File: src/design/tppb_pkg.sv
// Package for the timestamp paced playout buffer.
// Holds result kinds, operation codes, register indexes, reset values and
// the command and status structs shared by the controller and the datapath.
package tppb_pkg;

    // Operation codes of an input beat
    localparam logic OP_PUSH = 1'b0;
    localparam logic OP_TICK = 1'b1;

    // Configuration register indexes
    localparam logic [1:0] CFG_FILL_LEVEL  = 2'd0;
    localparam logic [1:0] CFG_OVF_LIMIT   = 2'd1;
    localparam logic [1:0] CFG_JITTER_LIM  = 2'd2;

    // Configuration reset values
    localparam logic [4:0]  FILL_LEVEL_RST = 5'd4;
    localparam logic [4:0]  OVF_LIMIT_RST  = 5'd31;
    localparam logic [15:0] JITTER_RST     = 16'd200;

    // Results per tick
    localparam int MAX_RESULTS = 32;
    localparam int RES_CNT_W   = $clog2(MAX_RESULTS + 1);

    // Kind of a result beat
    typedef enum logic [1:0] {
        KIND_PUSH    = 2'd0,
        KIND_RELEASE = 2'd1,
        KIND_DROP    = 2'd2,
        KIND_NONE    = 2'd3
    } tppb_kind_t;

    // Commands from controller to datapath
    typedef struct packed {
        logic push;
        logic tick;
        logic calc_gap;
        logic release_head;
        logic drop_head;
        logic finish;
        logic emit_push;
    } tppb_cmd_t;

    // Status from datapath to controller
    typedef struct packed {
        logic drain_active;
        logic has_entries;
        logic anchor_valid;
        logic over_jitter;
        logic not_due;
        logic slot_free;
    } tppb_stat_t;

endpackage

File: src/design/timestamp_paced_playout_buffer_unit.sv
// Top level of the timestamp paced playout buffer.
// Joins tppb_ctrl and tppb_dpath; uses tppb_pkg for shared types.
//
//   channel | handshake            | payload
//   --------+----------------------+-------------------------------------------
//   input   | in_valid / in_ready  | operation, packet_time, payload_tag
//   result  | out_valid/ out_ready | kind, out_time, out_tag, overflow_cleared,
//           |                      | last
//   config  | cfg_valid/ cfg_ready | cfg_index, cfg_data
//
// A push is accepted, then its result beat loads the output register.
// A tick runs a store read, a gap step and a compare step per head that it looks at,
// between accept and close; a compare that drops a head for jitter ends it.
// One item is in work at a time; a held result side stalls the push, compare and close steps
// until the output register frees, but not the next accept once the last beat is loaded.
// Reset is asynchronous and active low; the packet store needs no clearing.
module timestamp_paced_playout_buffer_unit
    import tppb_pkg::*;
#(
    parameter int QUEUE_DEPTH = 32,
    parameter int TIME_BITS   = 32
)
(
    input  logic        clk,
    input  logic        rst_n,
    input  logic        in_valid,
    output logic        in_ready,
    input  logic        operation,
    input  logic [31:0] packet_time,
    input  logic [31:0] payload_tag,
    output logic        out_valid,
    input  logic        out_ready,
    output logic [1:0]  kind,
    output logic [31:0] out_time,
    output logic [31:0] out_tag,
    output logic        overflow_cleared,
    output logic        last,
    input  logic        cfg_valid,
    output logic        cfg_ready,
    input  logic [1:0]  cfg_index,
    input  logic [15:0] cfg_data
);

    tppb_cmd_t  cmd;
    tppb_stat_t stat;

    tppb_ctrl u_ctrl (
        .clk       (clk),
        .rst_n     (rst_n),
        .in_valid  (in_valid),
        .in_ready  (in_ready),
        .operation (operation),
        .stat      (stat),
        .cmd       (cmd)
    );

    tppb_dpath #(
        .QUEUE_DEPTH (QUEUE_DEPTH),
        .TIME_BITS   (TIME_BITS)
    ) u_dpath (
        .clk              (clk),
        .rst_n            (rst_n),
        .cfg_valid        (cfg_valid),
        .cfg_ready        (cfg_ready),
        .cfg_index        (cfg_index),
        .cfg_data         (cfg_data),
        .packet_time      (packet_time),
        .payload_tag      (payload_tag),
        .cmd              (cmd),
        .stat             (stat),
        .out_valid        (out_valid),
        .out_ready        (out_ready),
        .kind             (kind),
        .out_time         (out_time),
        .out_tag          (out_tag),
        .overflow_cleared (overflow_cleared),
        .last             (last)
    );

    // A push beat and an empty-tick beat always close their item
    a_single_beat_last: assert property (@(posedge clk) disable iff (!rst_n)
        out_valid && (kind == KIND_PUSH || kind == KIND_NONE) |-> last)
        else $error("push or empty tick result without last");

    // A jitter drop ends the tick
    a_drop_last: assert property (@(posedge clk) disable iff (!rst_n)
        out_valid && (kind == KIND_DROP) |-> last)
        else $error("jitter drop not marked last");

    // Only push results carry the overflow flag
    a_ovf_on_push: assert property (@(posedge clk) disable iff (!rst_n)
        out_valid && overflow_cleared |-> (kind == KIND_PUSH))
        else $error("overflow flag on non-push result");

    // A new item is taken only after the previous one has loaded its last beat
    a_accept_after_last: assert property (@(posedge clk) disable iff (!rst_n)
        in_valid && in_ready && out_valid |-> last)
        else $error("item accepted while a partial result run is pending");

endmodule

File: src/design/tppb_ctrl.sv
// Controller of the playout buffer: sequences push and tick work.
// Depends on tppb_pkg for the command and status structs and operation codes.
module tppb_ctrl
    import tppb_pkg::*;
(
    input  logic       clk,
    input  logic       rst_n,
    input  logic       in_valid,
    output logic       in_ready,
    input  logic       operation,
    input  tppb_stat_t stat,
    output tppb_cmd_t  cmd
);

    typedef enum logic [2:0] {
        ST_IDLE,
        ST_PUSH_OUT,
        ST_READ,
        ST_GAP,
        ST_EVAL,
        ST_FINISH
    } state_t;

    state_t                 state_reg, state_next;
    logic [RES_CNT_W-1:0]   nres_reg, nres_next;
    logic                   loop_ok;

    assign in_ready = (state_reg == ST_IDLE);
    assign loop_ok  = stat.drain_active && stat.has_entries
                      && (nres_reg < RES_CNT_W'(MAX_RESULTS));

    // Decode next state and commands
    always_comb
    begin
        state_next = state_reg;
        nres_next  = nres_reg;
        cmd        = '0;
        unique case (state_reg)
            ST_IDLE:
            begin
                if (in_valid)
                begin
                    if (operation == OP_TICK)
                    begin
                        cmd.tick   = 1'b1;
                        nres_next  = '0;
                        state_next = ST_READ;
                    end
                    else
                    begin
                        cmd.push   = 1'b1;
                        state_next = ST_PUSH_OUT;
                    end
                end
            end
            ST_PUSH_OUT:
            begin
                if (stat.slot_free)
                begin
                    cmd.emit_push = 1'b1;
                    state_next    = ST_IDLE;
                end
            end
            ST_READ:
            begin
                state_next = ST_GAP;
            end
            ST_GAP:
            begin
                cmd.calc_gap = 1'b1;
                state_next   = ST_EVAL;
            end
            ST_EVAL:
            begin
                if (stat.slot_free)
                begin
                    if (!loop_ok)
                    begin
                        state_next = ST_FINISH;
                    end
                    else if (!stat.anchor_valid)
                    begin
                        cmd.release_head = 1'b1;
                        nres_next        = nres_reg + 1'b1;
                        state_next       = ST_READ;
                    end
                    else if (stat.over_jitter)
                    begin
                        cmd.drop_head = 1'b1;
                        nres_next     = nres_reg + 1'b1;
                        state_next    = ST_FINISH;
                    end
                    else if (stat.not_due)
                    begin
                        state_next = ST_FINISH;
                    end
                    else
                    begin
                        cmd.release_head = 1'b1;
                        nres_next        = nres_reg + 1'b1;
                        state_next       = ST_READ;
                    end
                end
            end
            ST_FINISH:
            begin
                if (stat.slot_free)
                begin
                    cmd.finish = 1'b1;
                    state_next = ST_IDLE;
                end
            end
            default:
            begin
                state_next = ST_IDLE;
            end
        endcase
    end

    // Hold state and result count
    always_ff @(posedge clk or negedge rst_n)
    begin
        if (!rst_n)
        begin
            state_reg <= ST_IDLE;
            nres_reg  <= '0;
        end
        else
        begin
            state_reg <= state_next;
            nres_reg  <= nres_next;
        end
    end

endmodule

File: src/design/tppb_dpath.sv
// Datapath of the playout buffer: packet memory, pointers, clock and anchor,
// configuration registers, pending result and output register.
// Depends on tppb_pkg for commands, status, kinds and register indexes.
module tppb_dpath
    import tppb_pkg::*;
#(
    parameter int QUEUE_DEPTH = 32,
    parameter int TIME_BITS   = 32
)
(
    input  logic        clk,
    input  logic        rst_n,
    input  logic        cfg_valid,
    output logic        cfg_ready,
    input  logic [1:0]  cfg_index,
    input  logic [15:0] cfg_data,
    input  logic [31:0] packet_time,
    input  logic [31:0] payload_tag,
    input  tppb_cmd_t   cmd,
    output tppb_stat_t  stat,
    output logic        out_valid,
    input  logic        out_ready,
    output logic [1:0]  kind,
    output logic [31:0] out_time,
    output logic [31:0] out_tag,
    output logic        overflow_cleared,
    output logic        last
);

    localparam int PTR_W = $clog2(QUEUE_DEPTH);
    localparam int CNT_W = $clog2(QUEUE_DEPTH + 1);
    localparam int CMP_W = (CNT_W > 5) ? CNT_W : 5;

    // Packet store
    logic [TIME_BITS-1:0] mem_time [QUEUE_DEPTH];
    logic [31:0]          mem_tag  [QUEUE_DEPTH];

    // Control state
    logic [PTR_W-1:0]     head_reg, head_next;
    logic [PTR_W-1:0]     tail_reg, tail_next;
    logic [CNT_W-1:0]     count_reg, count_next;
    logic                 draining_reg, draining_next;
    logic                 anchor_valid_reg, anchor_valid_next;
    logic [TIME_BITS-1:0] anchor_time_reg, anchor_time_next;
    logic [TIME_BITS-1:0] last_rel_reg, last_rel_next;
    logic [TIME_BITS-1:0] now_reg, now_next;
    logic [4:0]           fill_reg, fill_next;
    logic [4:0]           ovf_limit_reg, ovf_limit_next;
    logic [15:0]          jitter_reg, jitter_next;
    logic                 pend_valid_reg, pend_valid_next;
    logic                 out_valid_reg, out_valid_next;

    // Payload registers
    logic [TIME_BITS-1:0] rd_time_reg;
    logic [31:0]          rd_tag_reg;
    logic [TIME_BITS-1:0] gap_reg;
    logic [TIME_BITS-1:0] elapsed_reg;
    logic                 ovf_flag_reg;
    tppb_kind_t           pend_kind_reg;
    logic [TIME_BITS-1:0] pend_time_reg;
    logic [31:0]          pend_tag_reg;
    tppb_kind_t           out_kind_reg;
    logic [31:0]          out_time_reg;
    logic [31:0]          out_tag_reg;
    logic                 out_ovf_reg;
    logic                 out_last_reg;

    // Combinational helpers
    logic                 ovf_hit;
    logic                 slot_free;
    logic                 wr_en;
    logic [PTR_W-1:0]     wr_addr;
    logic                 take;
    logic                 move_pend;
    tppb_kind_t           take_kind;

    function automatic logic [PTR_W-1:0] ptr_inc(input logic [PTR_W-1:0] p);
        ptr_inc = (p == PTR_W'(QUEUE_DEPTH - 1)) ? '0 : p + 1'b1;
    endfunction

    assign cfg_ready = 1'b1;
    assign slot_free = !out_valid_reg || out_ready;
    assign ovf_hit   = (CMP_W'(count_reg) > CMP_W'(ovf_limit_reg))
                       || (count_reg >= CNT_W'(QUEUE_DEPTH));

    // Compute next control state
    always_comb
    begin
        head_next         = head_reg;
        tail_next         = tail_reg;
        count_next        = count_reg;
        draining_next     = draining_reg;
        anchor_valid_next = anchor_valid_reg;
        anchor_time_next  = anchor_time_reg;
        last_rel_next     = last_rel_reg;
        now_next          = now_reg;
        fill_next         = fill_reg;
        ovf_limit_next    = ovf_limit_reg;
        jitter_next       = jitter_reg;
        pend_valid_next   = pend_valid_reg;
        out_valid_next    = out_valid_reg;
        wr_en             = 1'b0;
        wr_addr           = tail_reg;
        take              = 1'b0;
        move_pend         = 1'b0;
        take_kind         = KIND_RELEASE;

        // Drop the output beat once taken
        if (out_valid_reg && out_ready)
        begin
            out_valid_next = 1'b0;
        end

        // Write configuration
        if (cfg_valid)
        begin
            unique case (cfg_index)
                CFG_FILL_LEVEL: fill_next      = cfg_data[4:0];
                CFG_OVF_LIMIT:  ovf_limit_next = cfg_data[4:0];
                CFG_JITTER_LIM: jitter_next    = cfg_data;
                default:        fill_next      = fill_reg;
            endcase
        end

        // Enqueue a packet, clearing the queue on overflow
        if (cmd.push)
        begin
            wr_en = 1'b1;
            if (ovf_hit)
            begin
                wr_addr           = '0;
                head_next         = '0;
                tail_next         = ptr_inc('0);
                count_next        = CNT_W'(1);
                draining_next     = 1'b0;
                anchor_valid_next = 1'b0;
                last_rel_next     = '0;
            end
            else
            begin
                tail_next  = ptr_inc(tail_reg);
                count_next = count_reg + 1'b1;
            end
        end

        // Advance the clock and start draining once filled
        if (cmd.tick)
        begin
            now_next = now_reg + 1'b1;
            if (!draining_reg && (count_reg != '0)
                && (CMP_W'(count_reg) >= CMP_W'(fill_reg)))
            begin
                draining_next     = 1'b1;
                anchor_valid_next = 1'b0;
            end
        end

        // Release the head, setting or advancing the anchor
        if (cmd.release_head)
        begin
            anchor_time_next  = anchor_valid_reg ? anchor_time_reg + gap_reg : now_reg;
            anchor_valid_next = 1'b1;
            last_rel_next     = rd_time_reg;
            head_next         = ptr_inc(head_reg);
            count_next        = count_reg - 1'b1;
            take              = 1'b1;
            take_kind         = KIND_RELEASE;
        end

        // Drop a late head and go back to filling
        if (cmd.drop_head)
        begin
            head_next         = ptr_inc(head_reg);
            count_next        = count_reg - 1'b1;
            draining_next     = 1'b0;
            anchor_valid_next = 1'b0;
            take              = 1'b1;
            take_kind         = KIND_DROP;
        end

        // New result goes to pending; an older pending one moves out
        if (take)
        begin
            pend_valid_next = 1'b1;
            if (pend_valid_reg)
            begin
                move_pend      = 1'b1;
                out_valid_next = 1'b1;
            end
        end

        // Close a tick: stop draining when empty, flush the last result
        if (cmd.finish)
        begin
            if (draining_reg && (count_reg == '0))
            begin
                draining_next     = 1'b0;
                anchor_valid_next = 1'b0;
            end
            pend_valid_next = 1'b0;
            out_valid_next  = 1'b1;
        end

        if (cmd.emit_push)
        begin
            out_valid_next = 1'b1;
        end
    end

    // Hold control state
    always_ff @(posedge clk or negedge rst_n)
    begin
        if (!rst_n)
        begin
            head_reg         <= '0;
            tail_reg         <= '0;
            count_reg        <= '0;
            draining_reg     <= 1'b0;
            anchor_valid_reg <= 1'b0;
            anchor_time_reg  <= '0;
            last_rel_reg     <= '0;
            now_reg          <= '0;
            fill_reg         <= FILL_LEVEL_RST;
            ovf_limit_reg    <= OVF_LIMIT_RST;
            jitter_reg       <= JITTER_RST;
            pend_valid_reg   <= 1'b0;
            out_valid_reg    <= 1'b0;
        end
        else
        begin
            head_reg         <= head_next;
            tail_reg         <= tail_next;
            count_reg        <= count_next;
            draining_reg     <= draining_next;
            anchor_valid_reg <= anchor_valid_next;
            anchor_time_reg  <= anchor_time_next;
            last_rel_reg     <= last_rel_next;
            now_reg          <= now_next;
            fill_reg         <= fill_next;
            ovf_limit_reg    <= ovf_limit_next;
            jitter_reg       <= jitter_next;
            pend_valid_reg   <= pend_valid_next;
            out_valid_reg    <= out_valid_next;
        end
    end

    // Write the packet store and read the head
    always_ff @(posedge clk)
    begin
        if (wr_en)
        begin
            mem_time[wr_addr] <= TIME_BITS'(packet_time);
            mem_tag[wr_addr]  <= payload_tag;
        end
        rd_time_reg <= mem_time[head_reg];
        rd_tag_reg  <= mem_tag[head_reg];
    end

    // Register gap, elapsed time and result payloads
    always_ff @(posedge clk)
    begin
        if (cmd.push)
        begin
            ovf_flag_reg <= ovf_hit;
        end
        if (cmd.calc_gap)
        begin
            gap_reg     <= rd_time_reg - last_rel_reg;
            elapsed_reg <= now_reg - anchor_time_reg;
        end
        if (take)
        begin
            pend_kind_reg <= take_kind;
            pend_time_reg <= rd_time_reg;
            pend_tag_reg  <= rd_tag_reg;
        end
        if (move_pend)
        begin
            out_kind_reg <= pend_kind_reg;
            out_time_reg <= 32'(pend_time_reg);
            out_tag_reg  <= pend_tag_reg;
            out_ovf_reg  <= 1'b0;
            out_last_reg <= 1'b0;
        end
        else if (cmd.finish)
        begin
            out_ovf_reg  <= 1'b0;
            out_last_reg <= 1'b1;
            if (pend_valid_reg)
            begin
                out_kind_reg <= pend_kind_reg;
                out_time_reg <= 32'(pend_time_reg);
                out_tag_reg  <= pend_tag_reg;
            end
            else
            begin
                out_kind_reg <= KIND_NONE;
                out_time_reg <= '0;
                out_tag_reg  <= '0;
            end
        end
        else if (cmd.emit_push)
        begin
            out_kind_reg <= KIND_PUSH;
            out_time_reg <= '0;
            out_tag_reg  <= '0;
            out_ovf_reg  <= ovf_flag_reg;
            out_last_reg <= 1'b1;
        end
    end

    // Status to the controller
    assign stat.drain_active = draining_reg;
    assign stat.has_entries  = (count_reg != '0);
    assign stat.anchor_valid = anchor_valid_reg;
    assign stat.over_jitter  = gap_reg > TIME_BITS'(jitter_reg);
    assign stat.not_due      = elapsed_reg < gap_reg;
    assign stat.slot_free    = slot_free;

    // Output ports
    assign out_valid        = out_valid_reg;
    assign kind             = out_kind_reg;
    assign out_time         = out_time_reg;
    assign out_tag          = out_tag_reg;
    assign overflow_cleared = out_ovf_reg;
    assign last             = out_last_reg;

endmodule

File: config.mk
export PLATFORM = sky130hd
export DESIGN_NAME = timestamp_paced_playout_buffer_unit
export DESIGN_NICKNAME = d
export VERILOG_FILES = /design/src/design/tppb_pkg.sv /design/src/design/timestamp_paced_playout_buffer_unit.sv /design/src/design/tppb_ctrl.sv /design/src/design/tppb_dpath.sv
export SDC_FILE = /design/constraint.sdc
export NUM_CORES = 2
export LEC_CHECK = 0
export BUFFER_PORTS_ARGS = -buffer_cell sky130_fd_sc_hd__buf_4
export CAP_MARGIN = 10
export CORE_MARGIN = 10
export CORE_UTILIZATION = 45
export CTS_CLUSTER_DIAMETER = 80
export CTS_CLUSTER_SIZE = 30
export DETAILED_ROUTE_END_ITERATION = 12
export PLACE_DENSITY = 0.63
export SYNTH_ARGS = -nofsm -noshare
export SYNTH_HDL_FRONTEND = slang
export SYNTH_HIERARCHICAL = 1
export SYNTH_SLANG_ARGS = --single-unit
File: constraint.sdc
create_clock -name clk -period 6.9 [get_ports clk]
set_input_delay 0.69 -clock clk [delete_from_list [all_inputs] [get_ports clk]]
set_output_delay 0.69 -clock clk [all_outputs]
set_load 0.01 [all_outputs]
==> metrics.log <==
[metrics] Setup Slack @ Placement: 0.766 ns
[metrics] post-synthesis compound-gate area fraction: 6.65%
[metrics] critical path's largest stage delay: 0.59 ns
[metrics] result of the run: finished, final reports clean
[metrics] Highest Clock Rate: 167 MHz
[metrics] final-stage net count: 6,209
[metrics] reg-to-reg critical path endpoint: u_dpath/out_tag[4]
[metrics] gate count after technology mapping: 5,858
[metrics] Avg WL per Cell: 26.9 um
[metrics] # clock sinks: 2,462
[metrics] post-synthesis mux area share: 11.8%
[metrics] via count: 52,900
[metrics] height of the chip: 490 um
[metrics] largest family of logic cells by synthesized area: multiplexers
[metrics] Max FO, Critical Path: 58
[metrics] xor-xnor portion of the synthesized cell area: 0.924%
[metrics] drt pass-1 iters: 6
[metrics] list of most frequent post-synthesis cells: sky130_fd_sc_hd__edfxtp_1 (2,245), sky130_fd_sc_hd__nand2_1 (406), sky130_fd_sc_hd__mux2i_1 (384), sky130_fd_sc_hd__a21oi_1 (305), sky130_fd_sc_hd__mux4_2 (277)
[metrics] Top Ports: 159
[metrics] arithmetic-cell share of the synthesized area counting full adders, half adders and majority gates: 2.05%
[metrics] clk_lat worst skew: 0.85 ns
[metrics] total placed instance area: 0.105 sq mm
[metrics] worst clock skew: 0.0982 ns
[metrics] total wire length after detailed routing: 243,000 um
[metrics] top area cells in the synthesized netlist: sky130_fd_sc_hd__edfxtp_1 (68%), sky130_fd_sc_hd__mux4_2 (6.3%), sky130_fd_sc_hd__mux2i_1 (3.9%)
[metrics] path type of the worst setup path: flip-flop to flip-flop
[metrics] clock slew at reported path FFs: 0.10 ns
[metrics] depth of the CTS H-tree: 3
[metrics] Worst Setup Start Kind: flip-flop
[metrics] number of input and output port buffers inserted: 157
[metrics] Hold Violations, Final: 0
[metrics] leading area contributor after synthesis: sky130_fd_sc_hd__edfxtp_1
[metrics] time the worst path needs with I/O delays and setup: 5.99 ns
[metrics] Initial Util: 45.3%
[metrics] CORE AREA: 0.220 sq mm
[metrics] number of clock buffers inserted by TritonCTS: 111
[metrics] Top Registers: u_dpath/mem_tag: 1024 flops, u_dpath/mem_time: 1024 flops
[metrics] worst max-slew margin expressed relative to the limit: 20.0%
[metrics] LEAKAGE: 34.5 nW
[metrics] number of filler instances in the final layout: 18,000
[metrics] die outline width: 490 um
[metrics] count of warnings emitted by yosys: 6
[metrics] CTS tree: yes
[metrics] mean instance size in the synthesized netlist: 17.0 sq um
[metrics] final non-filler cell total: 9,022
[metrics] Yosys cell types: 90
[metrics] share of synthesized cell area in and, or, nand and nor gates: 3.92%
[metrics] worst-case setup margin in the final layout: 0.905 ns
[metrics] total grt overflow: 0
[metrics] Max-Cap Viols: 0
[metrics] largest net degree at the start of global routing: 111
[metrics] Peak supply drop: 0.270 mV
[metrics] arrival time of data at the critical path endpoint: 6.45 ns
[metrics] Finish-stage setup viols: 0
[metrics] vias in the first global route: 52,100
[metrics] initial drt markers: 5,140
[metrics] total power divided by cell area: 328 mW/mm^2
[metrics] fraction of registers with async set/reset: 6.13%
[metrics] synthesized cell area: 0.0995 sq mm
[metrics] worst-case clock buffer depth: 3
[metrics] Placement Rows: 172
[metrics] Detail Route Antenna Nets: 0
[metrics] final design area excluding fillers: 0.109 sq mm
[metrics] number of design rule violations left after detail routing: 0
[metrics] layout overhead on the synthesized area: 9.20%
[metrics] number of antenna violations at the first check in global routing: 22
[metrics] part of the Yosys area used for sequential elements: 72.9%
[metrics] path type of the worst min-delay path: input pin to flip-flop
[metrics] share of the synthesized area in the top cell type: 67.8%
[metrics] launch point of the worst path: u_dpath/gap_reg[1]
[metrics] All-Layer GR Usage: 19.6%
[metrics] Fin Setup TNS: 0 ns
[metrics] most frequent CP cell: sky130_fd_sc_hd__a21o_1
[metrics] final weighted congestion in routability-driven placement: 0.848
[metrics] R2R setup slack: 0.91 ns
[metrics] count of final max-slew check failures: 0
[metrics] cell count after placement: 8,804
[metrics] Setup crit end: u_dpath/out_tag[4]
[metrics] transition time at the pin with the least slew margin: 1.20 ns
[metrics] number of buffers added for setup after CTS: 0
[metrics] post-synth net total: 6,107
[metrics] via/cell ratio: 5.86
[metrics] post-DP HPWL: 138,000 um
[metrics] RSZ-0062 raised after global routing: false
[metrics] worst reg-to-reg path cell count: 18
[metrics] CP Data Required Time: 7.35 ns
[metrics] library cell with the highest instance count after synthesis: sky130_fd_sc_hd__edfxtp_1
[metrics] global-route wire length before repair: 357,000 um
[metrics] Yosys reg bits: 2,462
[metrics] slowest stage cell, crit path: sky130_fd_sc_hd__a2111oi_0
[metrics] cell-by-cell listing of the critical path: inv_1, ha_1, a21o_1, a21o_1, a21oi_1, o21ai_1, a21o_1, a2111oi_0, o31ai_1, a211oi_1, o21ai_0, and3_4, nor2_1, buf_4, inv_4, a21oi_1, nand2b_4, buf_4
[metrics] main flop type after synthesis: sky130_fd_sc_hd__edfxtp_1
[metrics] number of enable-type register cells in the synthesized netlist: 2,245
[metrics] final worst-path cycle share: 86.9%
[metrics] sort of element at the end of the critical path: flip-flop
[metrics] layout cells sized above 1: 15.6%
[metrics] startpoint of the most critical register-to-register path: u_dpath/gap_reg[1]
[metrics] Die Footprint: 0.240 sq mm
[metrics] CTS root buffer: sky130_fd_sc_hd__clkbuf_16
## how the worst min path moves through the flow
stage,slack (ns),end,cells past startpoint,start
after floorplan,0.39,u_ctrl/nres_reg[0],0,rst_n
after global placement,0.39,u_dpath/pend_tag_reg[7],0,u_dpath/rd_tag_reg[7]
after detailed placement,0.39,u_dpath/pend_tag_reg[8],0,u_dpath/rd_tag_reg[8]
after CTS,0.08,u_dpath/jitter_reg[11],2,cfg_data[11]
after global routing,0.1,u_dpath/jitter_reg[11],2,cfg_data[11]
final,0.15,u_dpath/jitter_reg[11],2,cfg_data[11]
## through the flow
step	total power, mW	utilization, %	hold slack [ns]
4_1_cts	35.9	49.4	0.0839
2_1_floorplan	24.8	-	0.386
3_3_place_gp	27.5	47.6	0.392
3_5_place_dp	27.6	47.6	0.390
5_1_grt	37.3	49.4	0.0974
6_report	35.6	49.4	0.145
## worst max-delay path, delay by kind of cell, from the launching register on
family	cells	cell delay [ns]
compound gates	10	2.73
flops	1	0.44
fa+ha+maj	1	0.25
buf+inv	4	1.02
simple gates	3	1.08
## cells by family after synthesis
group | count (synthesis)
DFF | 2462
other | 1
xor gates and xnor gates | 105
muxes | 809
buffers and inverters | 436
adders and majority gates | 161
and+or+nand+nor | 844
AOI/OAI and AO/OA | 1040
## per-layer routing
layer	share of wire [%]	global-route usage, %	vias up
li1	-	-	23200
met1	44	28.2	27800
met2	48	32.1	1598
met3	5.7	2.47	275
met4	2.0	4.06	4
met5	0.014	0	-
## final cells by class
| type | count | area (sq um) | area share (%) |
|---|---|---|---|
| Multi-Input combinational cell | 2960 | 25500 | 23.5 |
| Clock buffer | 142 | 2990 | 2.75 |
| Inverter | 155 | 584 | 0.538 |
| Antenna cell | 9 | 22.5 | 0.0207 |
| Timing Repair Buffer | 270 | 2360 | 2.17 |
| Clock inverter | 66 | 932 | 0.858 |
| Sequential cell | 2462 | 72500 | 66.8 |
| Tap cell | 2958 | 3700 | 3.41 |
## cells in the final DEF (no fill, tap or decap), types with 43 or more instances in the layout
master | Yosys | layout
sky130_fd_sc_hd__a21o_1 | 56 | 56
sky130_fd_sc_hd__a21oi_1 | 305 | 305
sky130_fd_sc_hd__and2_1 | 74 | 73
sky130_fd_sc_hd__buf_4 | 4 | 242
sky130_fd_sc_hd__clkbuf_16 | 0 | 114
sky130_fd_sc_hd__dfrtp_1 | 142 | 136
sky130_fd_sc_hd__dfxtp_1 | 66 | 66
sky130_fd_sc_hd__edfxtp_1 | 2245 | 2245
sky130_fd_sc_hd__ha_1 | 158 | 158
sky130_fd_sc_hd__inv_1 | 154 | 153
sky130_fd_sc_hd__mux2_2 | 148 | 148
sky130_fd_sc_hd__mux2i_1 | 384 | 384
sky130_fd_sc_hd__mux4_2 | 277 | 277
sky130_fd_sc_hd__nand2_1 | 406 | 405
sky130_fd_sc_hd__nand3_1 | 43 | 43
sky130_fd_sc_hd__nor2_1 | 142 | 110
sky130_fd_sc_hd__o21ai_0 | 254 | 254
sky130_fd_sc_hd__o221ai_1 | 188 | 188
sky130_fd_sc_hd__o22ai_1 | 69 | 69
sky130_fd_sc_hd__xnor2_1 | 73 | 73
## power breakdown
part	internal [mW]	switching, mW
clock network	3.54	4.85
registers	17.4	0.688
logic	4.03	5.16
total	24.9	10.7
## repair_timing
item / CTS / global route
hold endpoints to repair: 9 / 0
resized for setup: 0 / 0
hold buffers: 1 / 0
endpoints found under the setup margin: 0 / 0
No activity file was read; power rests on OpenSTA's default activity.
